===== src/rhss_pkg.sv =====
// shared hash constants, types and modular arithmetic helpers
package rhss_pkg;

    localparam int HASH_W = 30;
    localparam int BYTE_W = 8;
    localparam int POS_W = 32;

    typedef logic [HASH_W-1:0] hash_t;
    typedef logic [BYTE_W-1:0] byte_t;
    typedef logic [POS_W-1:0] pos_t;

    localparam hash_t HASH_MOD = 30'd1000000007;
    localparam hash_t HASH_ONE = 30'd1;

    // multiplier bits handled in each cycle by the modular multiply unit
    localparam int MUL_STEPS = 2;
    localparam int MUL_CYCLES = BYTE_W / MUL_STEPS;
    localparam int MCNT_W = (MUL_CYCLES > 1) ? $clog2(MUL_CYCLES) : 1;

    localparam logic FUNC_PATTERN = 1'b0;
    localparam logic FUNC_TEXT = 1'b1;

    function automatic hash_t mod_dbl(hash_t x);
        logic [HASH_W:0] y;
        y = {x, 1'b0};
        if (y >= {1'b0, HASH_MOD})
        begin
            y = y - {1'b0, HASH_MOD};
        end
        return y[HASH_W-1:0];
    endfunction

    function automatic hash_t mod_add(hash_t a, hash_t b);
        logic [HASH_W:0] y;
        y = {1'b0, a} + {1'b0, b};
        if (y >= {1'b0, HASH_MOD})
        begin
            y = y - {1'b0, HASH_MOD};
        end
        return y[HASH_W-1:0];
    endfunction

    // both operands below the modulus, so the 30-bit wrap lands on the right value
    function automatic hash_t mod_sub(hash_t a, hash_t b);
        hash_t y;
        if (a >= b)
        begin
            y = a - b;
        end
        else
        begin
            y = a - b + HASH_MOD;
        end
        return y;
    endfunction

    // one horner step: 2t + bit*a mod p
    function automatic hash_t mul_step(hash_t t, logic bitv, hash_t a);
        return mod_add(mod_dbl(t), bitv ? a : '0);
    endfunction

endpackage


===== src/rolling_hash_string_search.sv =====
// Rabin-Karp streaming string search over a pattern store and a text window ring.
// Pattern bytes (func 0) are stored and hashed base 256 mod 1000000007; a byte with last
// set ends the load and restarts the text. Text bytes (func 1) roll the window hash and
// give one result transaction each; on a hash hit the window is compared byte by byte
// with the pattern, so only exact matches report their start index. Pattern bytes beyond
// MAX_PATTERN are dropped and flagged on every later result until a new load. A stored
// pattern byte runs the multiply and finish states; a dropped one keeps the block idle. A
// text byte reads the leaving ring byte, multiplies, finishes and outputs, comparing the
// window on a hit; with no pattern it goes straight to output. The multiply unit handles two
// multiplier bits a cycle, the ring read is registered, the compare takes one byte a cycle.
// A finished result waits in the output register while the next byte is taken.
module rolling_hash_string_search
    import rhss_pkg::*;
#(
    parameter int MAX_PATTERN = 64
)
(
    input  logic        clk,
    input  logic        rst_n,
    input  logic        byte_valid,
    output logic        byte_stall,
    input  logic        func,
    input  logic [7:0]  data_byte,
    input  logic        last,
    output logic        result_valid,
    input  logic        result_stall,
    output logic        matched,
    output logic [31:0] match_position,
    output logic        end_of_text,
    output logic        pattern_overflow
);

    localparam int AW = (MAX_PATTERN > 1) ? $clog2(MAX_PATTERN) : 1;
    localparam int LW = $clog2(MAX_PATTERN + 1);
    localparam logic [LW-1:0] LEN_MAX = LW'(MAX_PATTERN);
    localparam logic [AW-1:0] PTR_LAST = AW'(MAX_PATTERN - 1);
    localparam logic [AW:0] RING_DEPTH = (AW + 1)'(MAX_PATTERN);
    localparam pos_t POS_MAX = '1;

    localparam logic [2:0] S_IDLE  = 3'd0;
    localparam logic [2:0] S_RDOLD = 3'd1;
    localparam logic [2:0] S_MUL   = 3'd2;
    localparam logic [2:0] S_FIN   = 3'd3;
    localparam logic [2:0] S_VER   = 3'd4;
    localparam logic [2:0] S_OUT   = 3'd5;

    function automatic logic [AW-1:0] ptr_inc(logic [AW-1:0] p);
        return (p == PTR_LAST) ? '0 : p + AW'(1);
    endfunction

    // memories
    byte_t ring_mem [MAX_PATTERN];
    byte_t store_mem [MAX_PATTERN];
    byte_t ring_rd_reg;
    byte_t store_rd_reg;
    logic ring_we;
    logic store_we;
    logic [AW-1:0] ring_ra;
    logic [AW-1:0] ring_wa;
    logic [AW-1:0] store_wa;
    logic [AW-1:0] store_ra;

    // control and search state
    logic [2:0] state_reg, state_next;
    logic loading_reg, loading_next;
    logic ovf_reg, ovf_next;
    logic [LW-1:0] len_reg, len_next;
    hash_t ph_reg, ph_next;
    hash_t pow_reg, pow_next;
    hash_t wh_reg, wh_next;
    pos_t pos_reg, pos_next;
    logic [AW-1:0] rp_reg, rp_next;
    logic result_valid_reg, result_valid_next;

    // per-transaction working registers
    logic kind_reg, kind_next;
    byte_t byte_reg, byte_next;
    logic last_reg, last_next;
    pos_t cur_pos_reg, cur_pos_next;
    logic use_old_reg, use_old_next;
    logic [AW-1:0] base_reg, base_next;
    hash_t s_reg, s_next;
    hash_t t_reg, t_next;
    byte_t m_reg, m_next;
    logic [MCNT_W-1:0] mcnt_reg, mcnt_next;
    logic [LW-1:0] vcnt_reg, vcnt_next;
    logic [AW-1:0] vaddr_reg, vaddr_next;
    logic pend_reg, pend_next;
    logic same_reg, same_next;
    logic res_match_reg, res_match_next;
    pos_t res_pos_reg, res_pos_next;
    logic matched_reg, matched_next;
    pos_t match_position_reg, match_position_next;
    logic end_of_text_reg, end_of_text_next;
    logic pattern_overflow_reg, pattern_overflow_next;

    // combinational helpers
    logic [AW-1:0] rp_eff;
    pos_t pos_eff;
    hash_t wh_eff;
    logic [LW-1:0] len_eff;
    logic [AW:0] old_sum;
    logic [AW-1:0] old_idx;
    hash_t wh_new;
    logic hit;
    logic [POS_W:0] pos_plus;
    hash_t s_step;
    hash_t t_step;
    byte_t m_step;
    logic out_load;

    assign byte_stall = (state_reg != S_IDLE);
    assign result_valid = result_valid_reg;
    assign matched = matched_reg;
    assign match_position = match_position_reg;
    assign end_of_text = end_of_text_reg;
    assign pattern_overflow = pattern_overflow_reg;

    assign ring_wa = rp_eff;
    assign store_wa = AW'(len_eff);
    assign store_ra = AW'(vcnt_reg);

    always_ff @(posedge clk)
    begin
        if (ring_we)
        begin
            ring_mem[ring_wa] <= data_byte;
        end
        ring_rd_reg <= ring_mem[ring_ra];
    end

    always_ff @(posedge clk)
    begin
        if (store_we)
        begin
            store_mem[store_wa] <= data_byte;
        end
        store_rd_reg <= store_mem[store_ra];
    end

    // two multiplier bits a cycle: s doubles, t runs horner over m against pow
    always_comb
    begin
        s_step = s_reg;
        t_step = t_reg;
        m_step = m_reg;
        for (int k = 0; k < MUL_STEPS; k++)
        begin
            s_step = mod_dbl(s_step);
            t_step = mul_step(t_step, m_step[BYTE_W-1], pow_reg);
            m_step = {m_step[BYTE_W-2:0], 1'b0};
        end
    end

    always_comb
    begin
        // a text byte during a load restarts the text first
        rp_eff = loading_reg ? '0 : rp_reg;
        pos_eff = loading_reg ? '0 : pos_reg;
        wh_eff = loading_reg ? '0 : wh_reg;
        len_eff = loading_reg ? len_reg : '0;

        // ring entry that drops out of the window
        old_sum = (AW + 1)'(rp_eff) + RING_DEPTH - (AW + 1)'(len_reg);
        if (old_sum >= RING_DEPTH)
        begin
            old_sum = old_sum - RING_DEPTH;
        end
        old_idx = old_sum[AW-1:0];

        wh_new = mod_add(mod_sub(s_reg, t_reg), HASH_W'(byte_reg));
        pos_plus = {1'b0, cur_pos_reg} + (POS_W + 1)'(1);
        hit = (pos_plus >= (POS_W + 1)'(len_reg)) && (wh_new == ph_reg);

        state_next = state_reg;
        loading_next = loading_reg;
        ovf_next = ovf_reg;
        len_next = len_reg;
        ph_next = ph_reg;
        pow_next = pow_reg;
        wh_next = wh_reg;
        pos_next = pos_reg;
        rp_next = rp_reg;
        kind_next = kind_reg;
        byte_next = byte_reg;
        last_next = last_reg;
        cur_pos_next = cur_pos_reg;
        use_old_next = use_old_reg;
        base_next = base_reg;
        s_next = s_reg;
        t_next = t_reg;
        m_next = m_reg;
        mcnt_next = mcnt_reg;
        vcnt_next = vcnt_reg;
        vaddr_next = vaddr_reg;
        pend_next = pend_reg;
        same_next = same_reg;
        res_match_next = res_match_reg;
        res_pos_next = res_pos_reg;
        ring_we = 1'b0;
        store_we = 1'b0;
        ring_ra = vaddr_reg;
        out_load = 1'b0;

        case (state_reg)
            S_IDLE:
            begin
                ring_ra = old_idx;
                if (byte_valid)
                begin
                    byte_next = data_byte;
                    last_next = last;
                    kind_next = func;
                    if (func == FUNC_PATTERN)
                    begin
                        loading_next = 1'b1;
                        if (!loading_reg)
                        begin
                            ph_next = '0;
                            pow_next = HASH_ONE;
                            ovf_next = 1'b0;
                        end
                        len_next = len_eff;
                        if (len_eff < LEN_MAX)
                        begin
                            store_we = 1'b1;
                            len_next = len_eff + LW'(1);
                            s_next = loading_reg ? ph_reg : '0;
                            t_next = loading_reg ? pow_reg : HASH_ONE;
                            m_next = '0;
                            mcnt_next = '0;
                            state_next = S_MUL;
                        end
                        else
                        begin
                            ovf_next = 1'b1;
                        end
                        if (last)
                        begin
                            loading_next = 1'b0;
                            pos_next = '0;
                            wh_next = '0;
                            rp_next = '0;
                        end
                    end
                    else
                    begin
                        loading_next = 1'b0;
                        ring_we = 1'b1;
                        base_next = old_idx;
                        cur_pos_next = pos_eff;
                        use_old_next = (pos_eff >= POS_W'(len_reg));
                        rp_next = last ? '0 : ptr_inc(rp_eff);
                        if (last)
                        begin
                            pos_next = '0;
                        end
                        else if (pos_eff == POS_MAX)
                        begin
                            pos_next = pos_eff;
                        end
                        else
                        begin
                            pos_next = pos_eff + POS_W'(1);
                        end
                        s_next = wh_eff;
                        t_next = '0;
                        mcnt_next = '0;
                        wh_next = last ? '0 : wh_eff;
                        if (len_reg == '0)
                        begin
                            res_match_next = 1'b0;
                            res_pos_next = '0;
                            state_next = S_OUT;
                        end
                        else
                        begin
                            state_next = S_RDOLD;
                        end
                    end
                end
            end

            S_RDOLD:
            begin
                m_next = use_old_reg ? ring_rd_reg : '0;
                state_next = S_MUL;
            end

            S_MUL:
            begin
                s_next = s_step;
                t_next = t_step;
                m_next = m_step;
                mcnt_next = mcnt_reg + MCNT_W'(1);
                if (mcnt_reg == MCNT_W'(MUL_CYCLES - 1))
                begin
                    state_next = S_FIN;
                end
            end

            S_FIN:
            begin
                if (kind_reg == FUNC_PATTERN)
                begin
                    ph_next = mod_add(s_reg, HASH_W'(byte_reg));
                    pow_next = t_reg;
                    state_next = S_IDLE;
                end
                else
                begin
                    wh_next = last_reg ? '0 : wh_new;
                    res_pos_next = pos_plus[POS_W-1:0] - POS_W'(len_reg);
                    if (hit)
                    begin
                        vcnt_next = '0;
                        vaddr_next = ptr_inc(base_reg);
                        pend_next = 1'b0;
                        same_next = 1'b1;
                        state_next = S_VER;
                    end
                    else
                    begin
                        res_match_next = 1'b0;
                        res_pos_next = '0;
                        state_next = S_OUT;
                    end
                end
            end

            S_VER:
            begin
                // each read goes out in the cycle before its compare
                pend_next = (vcnt_reg < len_reg);
                if (vcnt_reg < len_reg)
                begin
                    vcnt_next = vcnt_reg + LW'(1);
                    vaddr_next = ptr_inc(vaddr_reg);
                end
                if (pend_reg && (ring_rd_reg != store_rd_reg))
                begin
                    same_next = 1'b0;
                end
                if ((vcnt_reg == len_reg) && !pend_reg)
                begin
                    res_match_next = same_reg;
                    if (!same_reg)
                    begin
                        res_pos_next = '0;
                    end
                    state_next = S_OUT;
                end
            end

            S_OUT:
            begin
                if (!result_valid_reg || !result_stall)
                begin
                    out_load = 1'b1;
                    state_next = S_IDLE;
                end
            end

            default:
            begin
                state_next = S_IDLE;
            end
        endcase

        matched_next = matched_reg;
        match_position_next = match_position_reg;
        end_of_text_next = end_of_text_reg;
        pattern_overflow_next = pattern_overflow_reg;
        if (out_load)
        begin
            result_valid_next = 1'b1;
            matched_next = res_match_reg;
            match_position_next = res_pos_reg;
            end_of_text_next = last_reg;
            pattern_overflow_next = ovf_reg;
        end
        else if (result_valid_reg && !result_stall)
        begin
            result_valid_next = 1'b0;
        end
        else
        begin
            result_valid_next = result_valid_reg;
        end
    end

    always_ff @(posedge clk or negedge rst_n)
    begin
        if (!rst_n)
        begin
            state_reg <= S_IDLE;
            loading_reg <= 1'b0;
            ovf_reg <= 1'b0;
            len_reg <= '0;
            ph_reg <= '0;
            pow_reg <= HASH_ONE;
            wh_reg <= '0;
            pos_reg <= '0;
            rp_reg <= '0;
            result_valid_reg <= 1'b0;
        end
        else
        begin
            state_reg <= state_next;
            loading_reg <= loading_next;
            ovf_reg <= ovf_next;
            len_reg <= len_next;
            ph_reg <= ph_next;
            pow_reg <= pow_next;
            wh_reg <= wh_next;
            pos_reg <= pos_next;
            rp_reg <= rp_next;
            result_valid_reg <= result_valid_next;
        end
    end

    always_ff @(posedge clk)
    begin
        kind_reg <= kind_next;
        byte_reg <= byte_next;
        last_reg <= last_next;
        cur_pos_reg <= cur_pos_next;
        use_old_reg <= use_old_next;
        base_reg <= base_next;
        s_reg <= s_next;
        t_reg <= t_next;
        m_reg <= m_next;
        mcnt_reg <= mcnt_next;
        vcnt_reg <= vcnt_next;
        vaddr_reg <= vaddr_next;
        pend_reg <= pend_next;
        same_reg <= same_next;
        res_match_reg <= res_match_next;
        res_pos_reg <= res_pos_next;
        matched_reg <= matched_next;
        match_position_reg <= match_position_next;
        end_of_text_reg <= end_of_text_next;
        pattern_overflow_reg <= pattern_overflow_next;
    end

endmodule


===== config.mk =====
export PLATFORM = sky130hd
export DESIGN_NAME = rolling_hash_string_search
export DESIGN_NICKNAME = d
export VERILOG_FILES = /design/src/rhss_pkg.sv /design/src/rolling_hash_string_search.sv
export SDC_FILE = /design/constraint.sdc
export NUM_CORES = 2
export LEC_CHECK = 0
export BUFFER_PORTS_ARGS = -buffer_cell sky130_fd_sc_hd__buf_2
export CORE_ASPECT_RATIO = 0.5
export CORE_UTILIZATION = 58
export DETAILED_ROUTE_END_ITERATION = 10
export PLACE_DENSITY = 0.73
export SKIP_CTS_REPAIR_TIMING = 1
export SYNTH_ARGS = -nofsm -noshare
export SYNTH_HDL_FRONTEND = slang
export SYNTH_SLANG_ARGS = --single-unit

===== constraint.sdc =====
create_clock -name clk -period 13.5 [get_ports clk]
set_input_delay 1.35 -clock clk [delete_from_list [all_inputs] [get_ports clk]]
set_output_delay 1.35 -clock clk [all_outputs]
set_load 0.03 [all_outputs]

==> metrics.md <==
| Metric | Value |
|---|---|
| Transition time at the pin with the least slew margin | 1.23 ns |
| Share of layout cells above drive strength 1 | 13.6% |
| Net Count, Synth | 5896 |
| Routability cong. | 0.985 |
| Average routed wire per standard cell | 27.6 microns |
| Crit Path Max Fanout | 27 |
| Post-route non-filler standard cell count | 7530 |
| Number of primary I/O pins | 51 |
| Cell at the root of the clock tree | clkbuf_16 |
| Final worst path period share | 95.8% |
| Initial core utilization | 58.6% |
| Area growth from synthesis to layout | 9.18% |
| Die Span Y | 252 microns |
| Number of different library cells in the post-synthesis netlist | 105 |
| Num CTS Buffers | 114 |
| Max Cap Violations | 0 |
| Syn_area_per_cell | 12.7 sq um |
| Commonest register cell after synthesis | edfxtp_1 |
| Crit Reg-Reg Startpoint | t_reg[2]$_DFFE_PP_ |
| Status | finished, final reports clean |
| Final net count | 5920 |
| Class of the most critical hold timing path | reg -> reg |
| Warnings from Yosys | 0 |
| Total number of vias | 50736 |
| Post-route minimum period | 12.94 ns |
| PortBufs | 50 |
| Routed vias/inst | 6.74 |
| Total congestion overflow | 0 |
| FF-to-FF path depth | 65 |
| Fin Clk Skew | 0.0955 ns |
| Endpoint of the worst register-to-register path | t_reg[21]$_DFFE_PP_ |
| HPWL after detailed placement | 140000 microns |
| Final hold slack | 0.422 ns |
| Count of endpoints failing hold in the final timing report | 0 |
| Flop2flop setup slack | 0.56 ns |
| Pre-CTS WS | -0.278 ns |
| Detail Route Antenna Nets | 0 |
| H-Tree Level Count | 3 |
| Fraction of registers with async set/reset | 10.2% |
| Width of the die | 502 microns |
| Clock latency on the worst-skew pair | 0.81 ns |
| Critical Path End Type | flop |
| Maximum single-stage delay on the critical path | 0.57 ns |
| Arrival time of the worst setup path | 13.37 ns |
| Number of placed instances, taps included | 7307 |
| Worst-path clk slew | 0.07 ns |
| DRC viols | 0 |
| Fill count | 9006 |
| Vias in the first global route | 48322 |
| Endpoint of the most critical setup path | t_reg[21]$_DFFE_PP_ |
| Largest net degree at the start of global routing | 129 |
| Max Fclk | 77.3 MHz |
| Antenna violations before repair | 6 |
| Cell repeated most along the worst path | nand2_1 |
| Core Area | 124000 sq um |
| Crit Path Class | reg -> reg |
| Clock sink count | 1383 |
| Area taken by flip-flops and latches | 40700 sq um |
| Final slew viol count | 0 |
| Overall routing resource usage | 32.6% |
| Number of synthesized flops with an enable pin | 1226 |
| Worst setup path start | t_reg[2]$_DFFE_PP_ |
| Cells after synthesis | 5726 |
| Required time at the endpoint of the critical path | 13.93 ns |
| Rel. slew slack | 17.6% |
| Clock tree from TritonCTS | yes |
| Final count of negative-setup-slack endpoints | 0 |
| Row count | 91 |
| Detailed Routing Iterations Pass 1 | 6 |
| Leading registers by flop count | ring_mem (512), store_mem (512) |
| Area of the multi-input gates | 30600 sq um |
| Yosys reg bits | 1383 |
| First DRT Iteration DRCs | 6873 |
| Area of the die | 126000 sq um |
| Total Routed Length | 208000 microns |
| Wire length of the first global-routing pass | 309000 microns |
| Mapped Area | 72400 sq um |
| Final worst-path setup slack | 0.562 ns |
| Highest-delay cell along the critical path | or3b_2 |
| Maximum root-to-sink buffer count | 3 |
| Proportion of synthesized chip area in sequential cells | 56.1% |
| Critical path launch point type | flop |
## cell families after synthesis
logic type / synth area share [%]
mux: 10.2
simple gates: 11.6
buf+inv: 2.16
xor+xnor: 5.65
compound gates: 11.5
flops: 56.1
fa+ha+maj: 2.77
## cells in the mapped netlist (48+ instances only)
master	instances	area, sq um
nor2b_1	96	601
ha_1	149	1860
o211ai_1	48	360
a211oi_1	101	758
dfrtp_1	140	3500
nand4_1	63	394
inv_1	140	526
a21oi_1	258	1290
nor2_1	397	1490
nor3_1	127	636
xnor2_1	298	2610
nand3_1	182	911
nand2_1	452	1700
xor2_1	154	1350
edfxtp_1	1226	36800
mux4_2	297	6690
and2_1	102	638
mux2i_1	58	581
clkbuf_1	221	830
a21o_1	73	548
o21ai_0	295	1480
and3_1	51	319
## cell type report
class / instances / area share [%]
Sequential cell: 1383 / 51.4
Multi-Input combinational cell: 3932 / 38.7
Clock buffer: 138 / 3.85
Tap cell: 1674 / 2.65
Timing Repair Buffer: 178 / 1.61
Clock inverter: 78 / 1.12
Inverter: 141 / 0.669
Antenna cell: 6 / 0.0190
## through the flow
stage / cell area (sq um) / util (%) / TNS, ns
after floorplan: 72500 / - / 0
after global placement: 74900 / 60.7 / -0.0116
after detailed placement: 74900 / 60.7 / -5.00
after CTS: 78900 / 63.8 / -6.93
after global routing: 79100 / 64.0 / -0.254
final: 79100 / 64.0 / 0
## placed cells by master, fill, tap and decap left out, drive strengths merged, types with 23 or more instances in the layout
cell type	n
mux2i	58
a211oi	108
xnor2	298
nand2b	41
xor2	154
clkbuf	138
a211o	23
inv	145
a2111oi	23
nor3	128
and2	103
dfrtp	140
edfxtp	1226
nand4	64
a21o	73
o21a	41
a22o	34
ha	149
o21ai	308
a31oi	41
o211ai	48
nand2	452
a221oi	32
nor4	45
or2	33
a21oi	261
or3	40
clkinv	55
o21bai	30
nor2b	96
mux4	297
nand3	182
nor2	399
and3	51
buf	178
## worst min-delay path by stage
stage	startpoint	endpoint	slack, ns	cells after the start
final	res_pos_reg[2]$_SDFFCE_PN0P_	match_position[2]$_DFFE_PP_	0.42	0
after floorplan	res_pos_reg[0]$_SDFFCE_PN0P_	match_position[0]$_DFFE_PP_	0.40	0
after CTS	res_pos_reg[30]$_SDFFCE_PN0P_	match_position[30]$_DFFE_PP_	0.42	0
after global routing	res_pos_reg[30]$_SDFFCE_PN0P_	match_position[30]$_DFFE_PP_	0.42	0
after detailed placement	res_pos_reg[28]$_SDFFCE_PN0P_	match_position[28]$_DFFE_PP_	0.41	0
after global placement	res_pos_reg[11]$_SDFFCE_PN0P_	match_position[11]$_DFFE_PP_	0.40	0
## critical path, delay by kind of cell (launching register included)
| family | cells | cell delay, ns |
|---|---|---|
| AO/OA/AOI/OAI | 30 | 5.85 |
| AND/OR/NAND/NOR | 22 | 3.36 |
| adder cells (fa/ha/maj) | 5 | 1.39 |
| XOR/XNOR | 4 | 0.92 |
| buffers and inverters | 4 | 0.66 |
| flip-flops | 1 | 0.40 |
## metal layers
metal / global-route usage, % / share of wire (%) / vias to the layer above
li1: - / - / 22149
met1: 48.7 / 42 / 25522
met2: 49.6 / 45 / 2721
met3: 6.34 / 10 / 340
met4: 7.48 / 2.4 / 4
met5: 0 / 0.013 / -
Power is not shown: default switching activity piles up to over one toggle a cycle in this logic, so the estimate is an artifact.
